File: src/rtl/lprd_pkg.sv
// lprd_pkg: shared types, codes and limits of the length-prefixed request deframer
// used by every module under rtl; depends on nothing
`timescale 1ns / 1ps

package lprd_pkg;

  // hard bounds on the configured limits
  localparam logic [31:0] MSG_BOUND  = 32'd65536;
  localparam logic [31:0] ARGS_BOUND = 32'd65535;

  // length and count headers are four bytes
  localparam logic [16:0] HDR_BYTES = 17'd4;

  // config register reset values
  localparam logic [16:0] MAX_MSG_RESET  = 17'd4096;
  localparam logic [15:0] MAX_ARGS_RESET = 16'd1024;

  // result queue
  localparam int QDEPTH = 4;
  localparam int QAW    = $clog2(QDEPTH);

  typedef enum logic [2:0] {
    PH_LEN     = 3'd0,
    PH_COUNT   = 3'd1,
    PH_ALEN    = 3'd2,
    PH_PAYLOAD = 3'd3
  } phase_t;

  typedef enum logic [1:0] {
    KIND_PAYLOAD = 2'd0,
    KIND_MARKER  = 2'd1,
    KIND_DONE    = 2'd2
  } kind_t;

  typedef enum logic [2:0] {
    ST_OK        = 3'd0,
    ST_TOO_LONG  = 3'd1,
    ST_SHORT     = 3'd2,
    ST_TOO_MANY  = 3'd3,
    ST_OVERRUN   = 3'd4,
    ST_TRAILING  = 3'd5
  } status_t;

  typedef struct packed {
    kind_t       kind;
    logic [7:0]  payload;
    logic [15:0] arg_number;
    logic        arg_end;
    status_t     status;
  } result_t;

  // results caused by one accepted request, packed from slot 0
  typedef struct packed {
    logic [1:0]       count;
    result_t [1:0]    r;
  } pair_t;

  typedef struct packed {
    logic [16:0] max_message_bytes;
    logic [15:0] max_arguments;
  } cfg_t;

  function automatic result_t mk_result(kind_t k, logic [7:0] p, logic [15:0] a,
                                        logic e, status_t s);
    result_t x;
    x.kind       = k;
    x.payload    = p;
    x.arg_number = a;
    x.arg_end    = e;
    x.status     = s;
    return x;
  endfunction

endpackage

File: src/rtl/lprd_cfg.sv
// lprd_cfg: APB-style register file holding the message and argument limits
// depends on lprd_pkg
`timescale 1ns / 1ps

module lprd_cfg
  import lprd_pkg::*;
(
  input  logic        clk,
  input  logic        rst,
  input  logic        psel,
  input  logic        penable,
  input  logic        pwrite,
  input  logic [2:0]  paddr,
  input  logic [31:0] pwdata,
  output logic [31:0] prdata,
  output logic        pready,
  output cfg_t        cfg
);

  logic [16:0] max_message_bytes;
  logic [15:0] max_arguments;
  logic        wr_en;

  assign wr_en  = psel && penable && pwrite;
  assign pready = 1'b1;

  always_ff @(posedge clk) begin
    if (rst) begin
      max_message_bytes <= MAX_MSG_RESET;
      max_arguments     <= MAX_ARGS_RESET;
    end else if (wr_en) begin
      // word address only, low address bits are ignored
      if (paddr[2]) begin
        max_arguments <= pwdata[15:0];
      end else begin
        max_message_bytes <= pwdata[16:0];
      end
    end
  end

  always_comb begin
    if (paddr[2]) begin
      prdata = {16'd0, max_arguments};
    end else begin
      prdata = {15'd0, max_message_bytes};
    end
  end

  assign cfg.max_message_bytes = max_message_bytes;
  assign cfg.max_arguments     = max_arguments;

endmodule

File: src/rtl/lprd_parser.sv
// lprd_parser: frame state registers and the per-byte parse logic
// produces up to two results per request; depends on lprd_pkg
`timescale 1ns / 1ps

module lprd_parser
  import lprd_pkg::*;
(
  input  logic       clk,
  input  logic       rst,
  input  logic       accept,
  input  logic [7:0] stream_byte,
  input  logic       new_connection,
  input  cfg_t       cfg,
  output pair_t      pair
);

  phase_t      phase, phase_next;
  logic [1:0]  header_byte_count, header_byte_count_next;
  logic [31:0] header_shift, header_shift_next;
  logic [16:0] body_bytes_left, body_bytes_left_next;
  logic [15:0] args_left, args_left_next;
  logic [16:0] arg_bytes_left, arg_bytes_left_next;
  logic [15:0] current_arg, current_arg_next;
  logic        halted, halted_next;

  always_ff @(posedge clk) begin
    if (rst) begin
      phase             <= PH_LEN;
      header_byte_count <= '0;
      header_shift      <= '0;
      body_bytes_left   <= '0;
      args_left         <= '0;
      arg_bytes_left    <= '0;
      current_arg       <= '0;
      halted            <= 1'b0;
    end else if (accept) begin
      phase             <= phase_next;
      header_byte_count <= header_byte_count_next;
      header_shift      <= header_shift_next;
      body_bytes_left   <= body_bytes_left_next;
      args_left         <= args_left_next;
      arg_bytes_left    <= arg_bytes_left_next;
      current_arg       <= current_arg_next;
      halted            <= halted_next;
    end
  end

  always_comb begin
    logic [31:0] v;
    logic [31:0] msg_lim;
    logic [31:0] args_lim;
    logic        slot;
    logic        close;
    logic        do_next;
    logic        last;

    phase_next             = phase;
    header_byte_count_next = header_byte_count;
    header_shift_next      = header_shift;
    body_bytes_left_next   = body_bytes_left;
    args_left_next         = args_left;
    arg_bytes_left_next    = arg_bytes_left;
    current_arg_next       = current_arg;
    halted_next            = halted;

    pair    = '0;
    slot    = 1'b0;
    close   = 1'b0;
    do_next = 1'b0;
    last    = 1'b0;
    v       = header_shift;

    msg_lim  = ({15'd0, cfg.max_message_bytes} < MSG_BOUND) ?
               {15'd0, cfg.max_message_bytes} : MSG_BOUND;
    args_lim = ({16'd0, cfg.max_arguments} < ARGS_BOUND) ?
               {16'd0, cfg.max_arguments} : ARGS_BOUND;

    // a fresh connection clears everything, this byte then parses normally
    if (new_connection) begin
      phase_next             = PH_LEN;
      header_byte_count_next = '0;
      header_shift_next      = '0;
      body_bytes_left_next   = '0;
      args_left_next         = '0;
      arg_bytes_left_next    = '0;
      current_arg_next       = '0;
      halted_next            = 1'b0;
    end

    if (!halted_next) begin
      if (phase_next == PH_PAYLOAD) begin
        last = (arg_bytes_left_next == 17'd1);
        pair.r[0] = mk_result(KIND_PAYLOAD, stream_byte, current_arg_next, last, ST_OK);
        pair.count = 2'd1;
        slot = 1'b1;
        arg_bytes_left_next  = arg_bytes_left_next - 17'd1;
        body_bytes_left_next = body_bytes_left_next - 17'd1;
        close = last;
      end else begin
        v = header_shift_next | (32'(stream_byte) << {header_byte_count_next, 3'b000});
        if (phase_next != PH_LEN) begin
          body_bytes_left_next = body_bytes_left_next - 17'd1;
        end
        if (header_byte_count_next != 2'd3) begin
          header_byte_count_next = header_byte_count_next + 2'd1;
          header_shift_next      = v;
        end else begin
          header_byte_count_next = '0;
          header_shift_next      = '0;
          case (phase_next)
            PH_LEN: begin
              if (v > msg_lim) begin
                pair.r[0] = mk_result(KIND_DONE, 8'd0, 16'd0, 1'b0, ST_TOO_LONG);
                pair.count = 2'd1;
                halted_next = 1'b1;
              end else if (v < 32'(HDR_BYTES)) begin
                pair.r[0] = mk_result(KIND_DONE, 8'd0, 16'd0, 1'b0, ST_SHORT);
                pair.count = 2'd1;
                halted_next = 1'b1;
              end else begin
                body_bytes_left_next = v[16:0];
                phase_next           = PH_COUNT;
              end
            end
            PH_COUNT: begin
              if (v > args_lim) begin
                pair.r[0] = mk_result(KIND_DONE, 8'd0, 16'd0, 1'b0, ST_TOO_MANY);
                pair.count = 2'd1;
                halted_next = 1'b1;
              end else begin
                args_left_next   = v[15:0];
                current_arg_next = '0;
                do_next          = 1'b1;
              end
            end
            PH_ALEN: begin
              if (v > {15'd0, body_bytes_left_next}) begin
                pair.r[0] = mk_result(KIND_DONE, 8'd0, 16'd0, 1'b0, ST_OVERRUN);
                pair.count = 2'd1;
                halted_next = 1'b1;
              end else if (v == 32'd0) begin
                // empty argument gives a single marker
                pair.r[0] = mk_result(KIND_MARKER, 8'd0, current_arg_next, 1'b1, ST_OK);
                pair.count = 2'd1;
                slot  = 1'b1;
                close = 1'b1;
              end else begin
                arg_bytes_left_next = v[16:0];
                phase_next          = PH_PAYLOAD;
              end
            end
            default: begin
              phase_next = PH_LEN;
            end
          endcase
        end
      end

      if (close) begin
        current_arg_next = current_arg_next + 16'd1;
        args_left_next   = args_left_next - 16'd1;
        do_next          = 1'b1;
      end

      // no argument in progress: end the message or expect the next header
      if (do_next) begin
        if (args_left_next == 16'd0) begin
          if (body_bytes_left_next != 17'd0) begin
            pair.r[slot] = mk_result(KIND_DONE, 8'd0, 16'd0, 1'b0, ST_TRAILING);
            halted_next  = 1'b1;
          end else begin
            pair.r[slot]           = mk_result(KIND_DONE, 8'd0, 16'd0, 1'b0, ST_OK);
            phase_next             = PH_LEN;
            header_byte_count_next = '0;
            header_shift_next      = '0;
            current_arg_next       = '0;
          end
          pair.count = pair.count + 2'd1;
        end else if (body_bytes_left_next < HDR_BYTES) begin
          pair.r[slot] = mk_result(KIND_DONE, 8'd0, 16'd0, 1'b0, ST_OVERRUN);
          pair.count   = pair.count + 2'd1;
          halted_next  = 1'b1;
        end else begin
          phase_next             = PH_ALEN;
          header_byte_count_next = '0;
          header_shift_next      = '0;
        end
      end
    end

    if (!accept) begin
      pair.count = 2'd0;
    end
  end

endmodule

File: src/rtl/lprd_queue.sv
// lprd_queue: small result queue taking up to two results a cycle, giving one
// depends on lprd_pkg
`timescale 1ns / 1ps

module lprd_queue
  import lprd_pkg::*;
(
  input  logic           clk,
  input  logic           rst,
  input  pair_t          pair,
  input  logic           pop,
  output result_t        head,
  output logic           head_valid,
  output logic [QAW:0]   level
);

  result_t        entries [QDEPTH];
  logic [QAW-1:0] rd_ptr;
  logic [QAW-1:0] wr_ptr;
  logic [QAW-1:0] wr_ptr_plus1;

  assign wr_ptr_plus1 = wr_ptr + QAW'(1);

  always_ff @(posedge clk) begin
    if (rst) begin
      rd_ptr <= '0;
      wr_ptr <= '0;
      level  <= '0;
    end else begin
      if (pop) begin
        rd_ptr <= rd_ptr + QAW'(1);
      end
      wr_ptr <= wr_ptr + QAW'(pair.count);
      level  <= level + (QAW+1)'(pair.count) - (QAW+1)'(pop);
    end
  end

  always_ff @(posedge clk) begin
    if (pair.count != 2'd0) begin
      entries[wr_ptr] <= pair.r[0];
    end
    if (pair.count == 2'd2) begin
      entries[wr_ptr_plus1] <= pair.r[1];
    end
  end

  assign head_valid = (level != '0);
  assign head       = entries[rd_ptr];

endmodule

File: src/rtl/length_prefixed_request_deframer_unit.sv
// length_prefixed_request_deframer_unit: top level of the request deframer
// depends on lprd_pkg, lprd_cfg, lprd_parser, lprd_queue
//
// Usage:
//   Input channel (in_valid/in_ready) carries one stream byte per request with
//   new_connection, which clears the parser and any halt before the byte parses.
//   Output channel (out_valid/out_ready) carries results: payload bytes with
//   their argument index, empty-argument markers and one done per message.
//   The APB-style port sets max_message_bytes (0x0) and max_arguments (0x4);
//   write it only while the block is idle.
// Results are registered in the result queue before they are offered.
// Throughput: one byte per cycle while in_ready is high. The parse is a single
//   pass of logic on the frame counters; a byte closing an argument can give
//   two results, which drain one per cycle while out_ready is high through a
//   four-entry result queue; in_ready drops while under two entries are free.
// Reset: limits return to 4096 bytes and 1024 arguments, the parser waits for
//   a message length and the queue empties.
// Stall: while out_ready is low results stay in the queue; once it fills,
//   in_ready goes low and no byte is lost. After an error no results come
//   until reset or a byte flagged new_connection.
`timescale 1ns / 1ps

module length_prefixed_request_deframer_unit
  import lprd_pkg::*;
(
  input  logic        clk,
  input  logic        rst,
  input  logic        psel,
  input  logic        penable,
  input  logic        pwrite,
  input  logic [2:0]  paddr,
  input  logic [31:0] pwdata,
  output logic [31:0] prdata,
  output logic        pready,
  input  logic        in_valid,
  output logic        in_ready,
  input  logic [7:0]  stream_byte,
  input  logic        new_connection,
  output logic        out_valid,
  input  logic        out_ready,
  output logic [1:0]  kind,
  output logic [7:0]  payload,
  output logic [15:0] arg_number,
  output logic        arg_end,
  output logic [2:0]  status
);

  cfg_t         cfg;
  pair_t        pair;
  result_t      head;
  logic         head_valid;
  logic [QAW:0] level;
  logic         accept;
  logic         pop;

  assign in_ready = (level <= (QAW+1)'(QDEPTH - 2));
  assign accept   = in_valid && in_ready;
  assign pop      = head_valid && out_ready;

  lprd_cfg u_cfg (
    .clk     (clk),
    .rst     (rst),
    .psel    (psel),
    .penable (penable),
    .pwrite  (pwrite),
    .paddr   (paddr),
    .pwdata  (pwdata),
    .prdata  (prdata),
    .pready  (pready),
    .cfg     (cfg)
  );

  lprd_parser u_parser (
    .clk            (clk),
    .rst            (rst),
    .accept         (accept),
    .stream_byte    (stream_byte),
    .new_connection (new_connection),
    .cfg            (cfg),
    .pair           (pair)
  );

  lprd_queue u_queue (
    .clk        (clk),
    .rst        (rst),
    .pair       (pair),
    .pop        (pop),
    .head       (head),
    .head_valid (head_valid),
    .level      (level)
  );

  assign out_valid  = head_valid;
  assign kind       = head.kind;
  assign payload    = head.payload;
  assign arg_number = head.arg_number;
  assign arg_end    = head.arg_end;
  assign status     = head.status;

`ifndef ASSERT_OFF
  // queue never overfills
  a_level_bound: assert property (@(posedge clk) disable iff (rst)
    level <= (QAW+1)'(QDEPTH))
    else $error("result queue overflow");

  // only an accepted request produces results
  a_push_on_accept: assert property (@(posedge clk) disable iff (rst)
    (pair.count != 2'd0) |-> accept)
    else $error("results without an accepted request");

  // a second result from one byte is always a done
  a_second_is_done: assert property (@(posedge clk) disable iff (rst)
    (pair.count == 2'd2) |-> (pair.r[1].kind == KIND_DONE))
    else $error("second result is not a done");

  // pushed results raise the level on the next cycle when nothing pops
  a_level_step: assert property (@(posedge clk) disable iff (rst)
    (pair.count != 2'd0 && !pop) |=> (level != '0))
    else $error("queue level did not follow a push");
`endif

endmodule

File: config.mk
export PLATFORM = sky130hd
export DESIGN_NAME = length_prefixed_request_deframer_unit
export DESIGN_NICKNAME = d
export VERILOG_FILES = /design/src/rtl/lprd_pkg.sv /design/src/rtl/lprd_cfg.sv /design/src/rtl/lprd_parser.sv /design/src/rtl/lprd_queue.sv /design/src/rtl/length_prefixed_request_deframer_unit.sv
export SDC_FILE = /design/constraint.sdc
export NUM_CORES = 1
export LEC_CHECK = 0
export BUFFER_PORTS_ARGS = -buffer_cell sky130_fd_sc_hd__buf_2
export CORE_MARGIN = 3
export CORE_UTILIZATION = 45
export DETAILED_ROUTE_END_ITERATION = 7
export SLEW_MARGIN = 40
export SYNTH_ARGS = -nofsm -noshare
export SYNTH_HDL_FRONTEND = slang
export SYNTH_SLANG_ARGS = --single-unit
File: constraint.sdc
create_clock -name clk -period 11.3 [get_ports clk]
set_clock_uncertainty 0.2 [all_clocks]
set_input_delay 2.26 -clock clk [delete_from_list [all_inputs] [get_ports clk]]
set_output_delay 2.26 -clock clk [all_outputs]
set_load 0.005 [all_outputs]
## Word level (Yosys, flattened, before mapping)

Memory sizes are Yosys's and may differ from the RTL's. A register that Yosys moved wholly into a read port is not among the register bits.
Index checks and enable logic that the tools add are counted.

| operators by class | value |
|---|---|
| $add $sub $neg | 11 |
| magnitude comparators | 10 |
| eq/ne operators | 6 |
| shifts and indexed selects | 1 |
| muxes and demuxes | 129 |
| bitwise logic cells | 11 |
| reduce and logical (&&, ||, !) cells | 14 |

Operator list:

| operator | number |
|---|---|
| 2-to-1 mux 17 bit | 20 |
| 2-to-1 mux 16 bit | 21 |
| 2-to-1 mux 32 bit | 8 |
| 2-to-1 mux 62 bit | 4 |
| 2-to-1 mux 30 bit | 8 |
| one-hot mux 30 bit (3 select lines) | 1 |
| > comparator 32 bit | 2 |
| 2-to-1 mux 60 bit | 1 |
| bitwise AND 29 x 58 -> 58 bit | 1 |
| NOT 58 bit | 1 |
| bitwise AND 28 x 56 -> 56 bit | 1 |
| NOT 56 bit | 1 |
| bitwise AND 27 x 54 -> 54 bit | 1 |
| NOT 54 bit | 1 |
| 2-to-1 mux 3 bit | 12 |
| subtractor 17 x 1 -> 17 bit, second input constant | 2 |
| 2-to-1 mux 1 bit | 33 |
| > comparator 32 x 17 -> 1 bit | 1 |
| logical NOT 32 bit | 1 |
| < comparator 32 x 3 -> 1 bit, second input constant | 1 |
| 2-to-1 mux 2 bit | 16 |
| bitwise OR 32 bit | 1 |
| << shifter 8 x 5 -> 32 bit | 1 |
| demux 30 bit (select 1 bit) | 1 |
| other kinds (32) | 42 |

| word-level totals | value |
|---|---|
| bits in registers | 144 |
| memory bits (writable) | 120 |
| output and inout bits | 65 |
| logic and storage cells | 196 |
| memories | 1 |

Memory list:

| memory | depth | width | read ports | clocked after Yosys merged registers in | wr ports | line | text |
|---|---|---|---|---|---|---|---|
| u_queue.entries | 4 | 30 | 1 | 1 | 2 | lprd_queue.sv:17 | `result_t entries [QDEPTH];` |

## Longest topological paths before layout

| logic depth | value |
|---|---|
| word-level depth | 25 |
| depth in mapped cells | 33 |
| mapped depth without buffers | 26 |

## Cells and area by module

From an unflattened synthesis, not the netlist that was laid out.

| second synthesis, totals | value |
|---|---|
| cell total of the unflattened synthesis | 1862 |
| area total of the unflattened synthesis | 17869.6 sq um |

Modules (own cells, without submodules):

| module | instances | cells each | area each (sq um) |
|---|---|---|---|
| lprd_parser | 1 | 1357 | 9486.6 |
| lprd_queue | 1 | 334 | 6632.6 |
| lprd_cfg | 1 | 168 | 1729.2 |
| length_prefixed_request_deframer_unit | 1 | 3 | 21.3 |

## Least setup slack after synthesis

Ideal clock, no wire load.

| timing | value |
|---|---|
| path type | input-to-reg |
| start point | input port new_connection |
| end point | register u_queue.level[2] |
| library setup time | 0.128 ns |
| arrival time | 8.632 ns |
| required time | 10.972 ns |
| slack | 2.341 ns |
| cell stages on the path | 29 |
| buffers on the path | 10 |
| cells stage by stage | clkbuf_1 > clkbuf_1 > clkbuf_1 > clkbuf_1 > clkbuf_1 > nor2_1 > ha_1 > nand4_1 > nor2_1 > a221o_1 > o31a_1 > nor2_1 > clkbuf_1 > buf_1 > clkbuf_1 > a21oi_1 > ha_1 > nand3_1 > buf_2 > o21ai_1 > nor4_2 > buf_2 > a21oi_1 > or3_1 > ha_1 > inv_1 > fa_1 > xnor2_1 > nor2_1 |

| between the ends | value |
|---|---|
| cells in the longest elaborated chain, start to end | 20 |

Ends and longest elaborated chain:

| item | line | text |
|---|---|---|
| start: declaration | length_prefixed_request_deframer_unit.sv:38 | `input logic new_connection,` |
| parallel branches: the longest is 16 deep, another holds > comparator 32 bit | n/a |  |
| 2-to-1 mux 62 bit (*) | lprd_parser.sv:90 | `if (!halted_next) begin` |
| 2-to-1 mux 2 bit (*) | lprd_parser.sv:191 | `if (!accept) begin` |
| adder 3 x 2 -> 3 bit (*) | lprd_queue.sv:34 | `level <= level + (QAW+1)'(pair.count) - (QAW+1)'(pop);` |
| subtractor 3 x 1 -> 3 bit (*) | lprd_queue.sv:34 |  |
| end signal: assignment | lprd_queue.sv:34 |  |
| end: declaration | lprd_queue.sv:14 | `output logic [QAW:0] level` |

Every way passes the cells marked *. The select of a mux whose other input is x is not followed.
A chain may end at the register's enable or synchronous reset.

==> impl_metrics.env <==
export IMPL_cts_buffers=31
export IMPL_rsz0062_at_grt="no"
export IMPL_critPathLaunch="new_connection"
export IMPL_first_pass_iters=7
export IMPL_yosysUniqueCellTypes=96
export IMPL_critPathCaptureType="flop"
export IMPL_dp_cells=2443
export IMPL_ys_async_sr_fraction_pct=0
export IMPL_slowest_delay_ns=0.68
export IMPL_design_area_sq_um=18100
export IMPL_grt_pass1_vias=15100
export IMPL_slew_headroom_pct=45.7
export IMPL_place_area_sq_um=17000
export IMPL_final_common_cell="dfxtp_1"
export IMPL_timing_rr_end="u_queue.entries[3][26]$_SDFFE_PP0P_"
export IMPL_layout_setup_ws_ns=1.90
export IMPL_io_buffers=82
export IMPL_cts_tree="done"
export IMPL_gp_congestion=0.934
export IMPL_drtAntennaViolNets=0
export IMPL_cts_hold_fix_buffers=0
export IMPL_start_kind="input port"
export IMPL_die_y_um=197
export IMPL_area_growth_pct=10.7
export IMPL_tightest_slew_ns=0.812
export IMPL_syn_area_sq_um=16400
export IMPL_r2r_cells=21
export IMPL_core_sq_um=35700
export IMPL_power_density_nw_per_um2=159
export IMPL_setup_viol=0
export IMPL_synth_edf_count=12
export IMPL_avgSynthCellArea_sq_um=8.10
export IMPL_fin_cells=2497
export IMPL_num_vias=15800
export IMPL_antenna_diode_count=0
export IMPL_cts_root_buf="clkbuf_16"
export IMPL_wl_per_cell_um=21.1
export IMPL_die_x_um=197
export IMPL_fin_tns_setup_ns=0
export IMPL_preCtsSetupSlack_ns=1.40
export IMPL_antenna_found_initial=0
export IMPL_cts_resized=0
export IMPL_nets=2128
export IMPL_post_cts_buffers=0
export IMPL_drive_gt1_share_pct=13.4
export IMPL_layout_common_cells="252 x dfxtp_1, 236 x nand2_1, 143 x a21oi_1, 133 x nor2_1, 98 x and3_1"
export IMPL_grt_overflow_total=0
export IMPL_finalHoldViolations=0
export IMPL_vias_per_cell=6.32
export IMPL_pin_count=116
export IMPL_hold_path_class="reg -> reg"
export IMPL_grt_total_usage_pct=26.4
export IMPL_crit_top_cell="nand2_1"
export IMPL_leakagePower_uw=0.00715
export IMPL_drtIter0Drc=1264
export IMPL_die_area_sq_um=38700
export IMPL_min_period_over_period_pct=83.2
export IMPL_cp_slowest_cell="or4_1"
export IMPL_max_freq_ghz=0.106
export IMPL_slew_viol_final=0
export IMPL_synthCells=2018
export IMPL_grt_max_degree=72
export IMPL_drt_wl_total_um=52800
export IMPL_grt_pass1_wl_um=83500
export IMPL_path_cells="buf_2 -> inv_2 -> nand2_1 -> ha_1 -> o211ai_1 -> nor3_1 -> xor2_1 -> nand2_1 -> ha_1 -> nand4_1 -> or4_1 -> o32a_1 -> a2111oi_4 -> or2_1 -> buf_4 -> and4bb_2 -> a21oi_1 -> or4_1 -> o21ai_4 -> buf_4 -> buf_16 -> nand2_1 -> nand2_1"
export IMPL_ir_drop_uv=119
export IMPL_path_delay_family="simple AND/OR/NAND/NOR gates"
export IMPL_clock_path_buffers=3
export IMPL_crit_fanout=71
export IMPL_reg2reg_from="u_parser.header_byte_count[0]$_SDFFE_PP0P_"
export IMPL_r2r_slack_ns=3.83
export IMPL_cp_data_required_time_ns=11.38
export IMPL_cap_violations=0
export IMPL_rows=69
export IMPL_synth_yosys_seq_area_share_pct=33.3
export IMPL_clock_sinks=266
export IMPL_synth_seq_cells=266
export IMPL_dp_hpwl_um=35100
export IMPL_crit_cells=23
export IMPL_fin_crit_ns=9.40
export IMPL_clk_pin_slew_ns=0.06
export IMPL_drc=0
export IMPL_path_buf_inv=5
export IMPL_crit_type="in -> reg"
export IMPL_crit_arrival_ns=9.48
export IMPL_htree_num_levels=1
export IMPL_floorplan_initialDensity_pct=45.9
export IMPL_endpoint="u_queue.entries[0][0]$_DFFE_PP_"
export IMPL_status="finished, final reports clean"
export IMPL_power_uw=2870
export IMPL_ys_flop_type="dfxtp_1"
export IMPL_synth_warnings=0
export IMPL_insertion_delay_ns=0.60
==> metal layers <==
layer	track usage, %	up-vias	part of all wire, %
li1	-	7408	-
met1	35.5	7659	44
met2	43.7	595	46
met3	3.38	122	6.0
met4	9.98	0	3.9
met5	0	-	0
==> worst min-delay path by stage <==
stage | startpoint | end | cells past startpoint | slack (ns)
4_1_cts | u_queue.entries[0][25]$_SDFFE_PP0P_ | u_queue.entries[0][25]$_SDFFE_PP0P_ | 2 | 0.27
3_3_place_gp | u_queue.entries[0][19]$_SDFFE_PP0P_ | u_queue.entries[0][19]$_SDFFE_PP0P_ | 2 | 0.25
3_5_place_dp | u_queue.entries[0][10]$_SDFFE_PP0P_ | u_queue.entries[0][10]$_SDFFE_PP0P_ | 2 | 0.25
6_report | u_queue.entries[0][25]$_SDFFE_PP0P_ | u_queue.entries[0][25]$_SDFFE_PP0P_ | 2 | 0.26
2_1_floorplan | u_parser.args_left[14]$_SDFFE_PP0P_ | u_parser.args_left[14]$_SDFFE_PP0P_ | 2 | 0.23
5_1_grt | u_queue.entries[0][5]$_SDFFE_PP0P_ | u_queue.entries[0][5]$_SDFFE_PP0P_ | 2 | 0.28
==> cell type report <==
| type | instances | area (sq um) |
|---|---|---|
| fillers | 3517 | 17600 |
| well taps | 461 | 577 |
| clock buffers | 44 | 875 |
| inverters | 78 | 293 |
| repair buffers | 128 | 802 |
| clock inverters | 10 | 194 |
| multi-input cells | 1510 | 9910 |
| flip-flops and latches | 266 | 5450 |
==> metrics by stage <==
step	utilization, %	hold WS, ns
after detailed placement	47.7	0.252
after CTS	50.7	0.267
after global routing	50.8	0.282
after global placement	47.4	0.249
after floorplan	-	0.232
final	50.8	0.264
==> synth_stat cells, drive strengths merged, types with 17 or more instances <==
cell type  number  area [sq um]
a211oi         19           155
a21oi         144           724
a22oi          47           363
a31o           81           709
a31oi          20           125
and2           32           200
and3          100           626
buf            82           478
clkbuf         96           362
dfxtp         254          5080
ha             61           763
inv            77           289
mux2           17           191
mux4           30           676
nand2         236           886
nand3          72           365
nand4          22           138
nor2          137           514
nor2b          24           150
nor3           48           257
nor4           33           213
o211ai         24           204
o21ai         103           531
o22ai          23           150
o31ai          42           315
==> cell families after synthesis <==
logic type               Yosys count  share of synthesized area [%]
AO/OA/AOI/OAI                    586                           24.6
XOR/XNOR                          32                           1.71
adder cells (fa/ha/maj)           62                           4.79
buffers and inverters            256                           6.92
flip-flops                       266                           33.3
multiplexers                      52                           5.61
other                              2                         0.0459
AND/OR/NAND/NOR                  762                           23.0
==> flip-flops by register name, indices dropped and copies added, names as in the netlist, 2 cells and up, named ones only <==
| name | cells |
|---|---|
| u_queue.entries | 120 |
| u_queue.wr_ptr | 2 |
| u_queue.rd_ptr | 2 |
| u_parser.phase | 3 |
| u_parser.args_left | 16 |
| u_parser.body_bytes_left | 17 |
| u_parser.header_byte_count | 2 |
| u_cfg.max_message_bytes | 17 |
| u_parser.header_shift | 32 |
| u_parser.current_arg | 16 |
| u_cfg.max_arguments | 16 |
| u_parser.arg_bytes_left | 17 |
| u_queue.level | 3 |
==> worst reg2reg max path: stages (launching register included) <==
cell       delay (ns)
dfxtp_1          0.41
nor2b_1          0.63
a21oi_1          0.17
or2_2            0.38
inv_1            0.25
ha_1             0.30
nand4_1          0.16
nor2_1           0.06
a221o_1          0.34
o31a_1           0.33
a311oi_2         0.52
nand2_1          0.35
nor4_1           0.44
o2111ai_1        0.33
nor2_1           0.43
ha_1             0.35
nor2b_1          0.24
inv_1            0.13
a21oi_1          0.34
o211ai_2         0.36
buf_4            0.38
a31o_1           0.26
==> power by group <==
| part | internal (uW) | switching [uW] | total [uW] | leakage [uW] |
|---|---|---|---|---|
| clock | 650 | 419 | 1070 | 0.000524 |
| sequential | 986 | 45.3 | 1030 | 0.00217 |
| combinational | 315 | 459 | 775 | 0.00445 |
(Power assumes the default switching activity.)
